<file path="config.mk">
export PLATFORM = sky130hd
export DESIGN_NAME = atpr_merge
export DESIGN_NICKNAME = d
export VERILOG_FILES = /design/src/rtl/atpr_pkg.sv /design/src/rtl/atpr_merge.sv
export VERILOG_INCLUDE_DIRS = /design/src /design/src/rtl
export SDC_FILE = /design/constraint.sdc
export NUM_CORES = 1
export LEC_CHECK = 0
export ABC_AREA = 0
export BUFFER_PORTS_ARGS = -buffer_cell sky130_fd_sc_hd__clkbuf_2
export CORE_MARGIN = 3
export CORE_UTILIZATION = 35
export DETAILED_ROUTE_END_ITERATION = 10
export PLACE_DENSITY_LB_ADDON = 0.05
export SETUP_SLACK_MARGIN = 0.4
export SYNTH_ARGS = -nofsm -noshare
export SYNTH_HDL_FRONTEND = slang
export SYNTH_SLANG_ARGS = --single-unit
</file>
<file path="constraint.sdc">
create_clock -name clk -period 1.05 [get_ports clk]
set_input_delay 0.21 -clock clk [delete_from_list [all_inputs] [get_ports clk]]
set_output_delay 0.21 -clock clk [all_outputs]
set_load 0.02 [all_outputs]
</file>
<file path="src/rtl/assert_macros.svh">
// Assertion macros shared by the tilt block RTL.
`ifndef ASSERT_MACROS_SVH
`define ASSERT_MACROS_SVH

// Same-cycle implication, sampled on clk, off while rst_n is low.
`define ATPR_ASSERT(lbl, ante, cons, msg) \
  lbl: assert property (@(posedge clk) disable iff (!rst_n) (ante) |-> (cons)) \
    else $error(msg);

// Next-cycle implication, sampled on clk, off while rst_n is low.
`define ATPR_ASSERT_NEXT(lbl, ante, cons, msg) \
  lbl: assert property (@(posedge clk) disable iff (!rst_n) (ante) |=> (cons)) \
    else $error(msg);

`endif

</file>
<file path="src/rtl/atpr_pkg.sv">
// Types, widths and the arctangent table for the tilt block.
package atpr_pkg;

  localparam int IN_W        = 16;               // raw sample width
  localparam int NUM_W       = IN_W + 1;         // negated sample needs one more bit
  localparam int OUT_W       = 16;               // angle word width
  localparam int ACC_FRAC    = 16;               // fraction bits of magnitude and angle sum
  localparam int SQ_W        = 2 * IN_W;         // a^2 + b^2
  localparam int ROOT_W      = SQ_W / 2 + ACC_FRAC;
  localparam int SQRT_STAGES = ROOT_W;           // one root bit per stage
  localparam int REM_W       = ROOT_W + 3;       // partial remainder
  localparam int CW          = 36;               // CORDIC x/y datapath
  localparam int ZW          = 25;               // CORDIC angle accumulator
  localparam int ATAN_W      = 22;
  localparam int TABLE_LEN   = 24;

  // atan(2^-i) in degrees, 16 fraction bits
  localparam logic [ATAN_W-1:0] ATAN_Q16 [TABLE_LEN] = '{
    22'd2949120, 22'd1740967, 22'd919879, 22'd466945, 22'd234379, 22'd117304,
    22'd58666,   22'd29335,   22'd14668,  22'd7334,   22'd3667,   22'd1833,
    22'd917,     22'd458,     22'd229,    22'd115,    22'd57,     22'd29,
    22'd14,      22'd7,       22'd4,      22'd2,      22'd1,      22'd0
  };

  // one lane's finished angle
  typedef struct packed {
    logic                    valid;
    logic signed [OUT_W-1:0] angle;
  } lane_res_t;

endpackage

</file>
<file path="src/rtl/atpr_merge.sv">
// Joins the pitch and roll lanes into one registered result word.
`include "assert_macros.svh"

module atpr_merge (
  input  logic                                clk,
  input  logic                                rst_n,
  input  atpr_pkg::lane_res_t                 in_pitch,
  input  atpr_pkg::lane_res_t                 in_roll,
  output logic                                out_valid,
  output logic signed [atpr_pkg::OUT_W-1:0]   out_pitch_angle,
  output logic signed [atpr_pkg::OUT_W-1:0]   out_roll_angle
);

  logic                              valid_r;
  logic signed [atpr_pkg::OUT_W-1:0] pitch_r;
  logic signed [atpr_pkg::OUT_W-1:0] roll_r;

  always_ff @(posedge clk) begin
    if (!rst_n) begin
      valid_r <= 1'b0;
    end else begin
      valid_r <= in_pitch.valid & in_roll.valid;
    end
  end

  always_ff @(posedge clk) begin
    pitch_r <= in_pitch.angle;
    roll_r  <= in_roll.angle;
  end

  assign out_valid       = valid_r;
  assign out_pitch_angle = pitch_r;
  assign out_roll_angle  = roll_r;

  // both lanes have the same depth, so their words must line up
  `ATPR_ASSERT(a_lanes_lockstep, 1'b1, in_pitch.valid == in_roll.valid, "lanes out of step")

endmodule

</file>
==> results.ini, run 1 <==
[logic_synthesis]
ys_ff_latch=33
netlist_area_um2=667
seq_area_frac_synth_pct=99.1
yosysWarnings=0
synth_area_per_cell_um2=19.6
syn_nets=70
netlist_instances=34
synthDistinctLibCells=2

[status]
lastStage=clock tree synthesis
first-error=[ERROR DPL-0033] detailed placement checks failed during check placement.
status=stopped before the end

[place]
dp_cells=127
pre_cts_ws_ns=0.376
port_buffers=68
routabilityCongestion=0.650

[die]
fp.dieH_um=49.7
start_util_pct=37.8
pin_count=69
die_w_um=49.7
num_rows=15

[cts]
cts_root_buf=clkbuf_4
clock_sinks=33
cts_resized=95
post_cts_buffers=0
htreeDepth=2
cts.hold.buffers_added=31
clock_path_buffers=2
cts_made_buffers=5

## cell families after synthesis
group            count (synthesis)  share of synthesized area (%)
and+or+nand+nor                  1                          0.939
DFF                             33                           99.1
## synth_stat cells
library cell / n / area (um^2)
and3_1: 1 / 6.26
dfxtp_1: 33 / 661
## per-stage QoR
| stage | cell area [um^2] | util (%) | hold slack [ns] |
|---|---|---|---|
| 2_1_floorplan | 667 | - | 0.238 |
| 3_5_place_dp | 1040 | 58.9 | 0.314 |
| 3_3_place_gp | 1040 | 58.9 | 0.313 |
==> run 2, diff against run 1 <==
- CORE_AREA: default -> 3 3 64 66
- CORE_MARGIN: 3 -> default
- CORE_UTILIZATION: 35 -> default
- DIE_AREA: default -> 0 0 67 69
- PLACE_DENSITY_LB_ADDON: 0.05 -> 0.15
- SETUP_SLACK_MARGIN: 0.4 -> default
==> results.ini, run 2 <==
[drt]
drt_iter0_drc=8
drcViolationCount=0
wl_per_cell_um=10.0
firstDrtPassIters=4
via_per_inst=3.27
drtAntennaViolNets=0
wirelength_um=1580
routed-via-count=517

[pwr]
peakVddDrop_mv=0.619
power_switching_share_pct=21.8
p_int_uw=2000
p_total_uw=2560
p_leak_uw=0.000621
power_frac_comb_pct=8.2
pwr_density_cell_mw_per_mm2=2190
power_frac_seq_pct=52.3
pwr-share-clk_pct=39.5
power.switching_uw=557

[cts]
cts_resized=0
clock_path_buffers=2
cts_tree=done
cts_root_buf=clkbuf_8
cts.hold.buffers_added=0
clkTransAtPathRegs_ns=0.06
htreeDepth=2
post_cts_buffers=0
cts_made_buffers=5
clock_sinks=33

[layout]
layout.nets=145
layout_common_cells=clkbuf_2, dfxtp_1, clkbuf_8
antennaDiodeCount=0
areaGrowthSynthToFinish_pct=75.2
mostFrequentLayoutCell=clkbuf_2
final_area_mm2=0.00117
drive_gt1_share_pct=69.1

[timing]
slew_headroom_pct=91.5
max_slew.worst_pin.slew_ns=0.128
slew_viol_final=0
hold_violations=0
rsz0062_at_grt=no
setup-tns-final_ns=0
fmaxAchievable_mhz=1010
min_period_ns=0.987
timing.final.crit_share_pct=94.0
setup_viol=0

[status]
status=complete, no violations

[logic_synthesis]
seq_area_frac_synth_pct=99.1
synth_top_area_share_pct=99.1
netlist_instances=34
ys_ff_latch=33
synthDistinctLibCells=2
synth_top_area_cell=dfxtp_1
synthArstFlopShare_pct=0
yosysWarnings=0
synth_common_cells=dfxtp_1, and3_1
synth.most_common_cell=dfxtp_1
netlist_area_um2=667
synth_edf_count=0
synth_area_leaders=dfxtp_1, and3_1
ys.flop_type=dfxtp_1
synth_area_per_cell_um2=19.6
syn_nets=70

[place]
port_buffers=68
place_area_mm2=0.00107
routabilityCongestion=0.618

[die]
core_area_mm2=0.00363
start_util_pct=18.4
pin_count=69
die-area_mm2=0.00462
fp.dieH_um=69
num_rows=22
die_w_um=67

[worst_setup_path]
crit_family=flip-flops
worstPathArrival_ns=0.78
critPathBufInv=1
crit_slowest_cell=dfxtp_1
critPathMaxFanout=1
cp.required_ns=0.84
end_kind=output pin
cp-startpoint=out_pitch_angle[5]
cp_cell_sequence=clkbuf_2
cp-start-kind=flip-flop
cpPeakStageDelay_ns=0.33
path_class=flip-flop to output pin

[grt]
grt_overflow=0
grt_use_total_pct=7.51
grt_pass1_wl_um=2380
antenna_found_initial=0
grt_pass1_vias=532
grt_max_degree=11

[min_path]
hold_start=in_roll[4]
hp-class=input port to flip-flop

[flow_run]
maxCapViolCount=0

-- run 2: cell counts after synthesis --
No cell type changed its count.
-- run 2: path summary, 6_finish.rpt --
kind,depth (start not counted),slack (ns),end
hold / removal,1,0.03,out_roll_angle[4]
setup / recovery,1,0.06,out_pitch_angle[5]
-- run 2: cell type report --
cell class	count	area, um^2
clock buffer	7	96.3
clock inverter	1	5.00
sequential	33	661
fill	398	2460
tap	48	60.1
timing repair buffer	68	340
multi-input combinational	1	6.26
-- run 2: power by group through the flow --
stage,clock [uW],sequential (uW),combinational (uW)
global placement,0,1360,213
detailed placement,0,1370,215
CTS,1060,1340,215
floorplan,0,1450,0.952
finish,1010,1340,210
global route,1100,1340,225
-- run 2: per-layer routing --
metal	up-vias	part of all wire (%)	global-route usage, %
li1	252	-	-
met1	223	34	7.04
met4	0	1.2	6.08
met3	2	16	5.05
met2	40	49	11.0
met5	-	0	0
-- run 2: metrics by stage --
step / utilization, % / setup WS, ns / hold WS (ns) / instances
floorplan: - / 0.445 / 0.238 / 34
global placement: 29.4 / 0.369 / 0.313 / 150
detailed placement: 29.4 / 0.357 / 0.315 / 150
CTS: 32.2 / 0.0474 / 0.0187 / 158
global route: 32.2 / 0.0228 / 0.0132 / 158
finish: 32.2 / 0.0631 / 0.0336 / 158
-- run 2: kinds of logic (layout without fill, tap and decap cells) --
kind of cell | Yosys count | in the layout | share of synthesized area (%)
DFF | 33 | 33 | 99.1
and+or+nand+nor | 1 | 1 | 0.939
buffers and inverters | 0 | 76 | 0
Note: power is estimated with default switching activity, not from simulation.
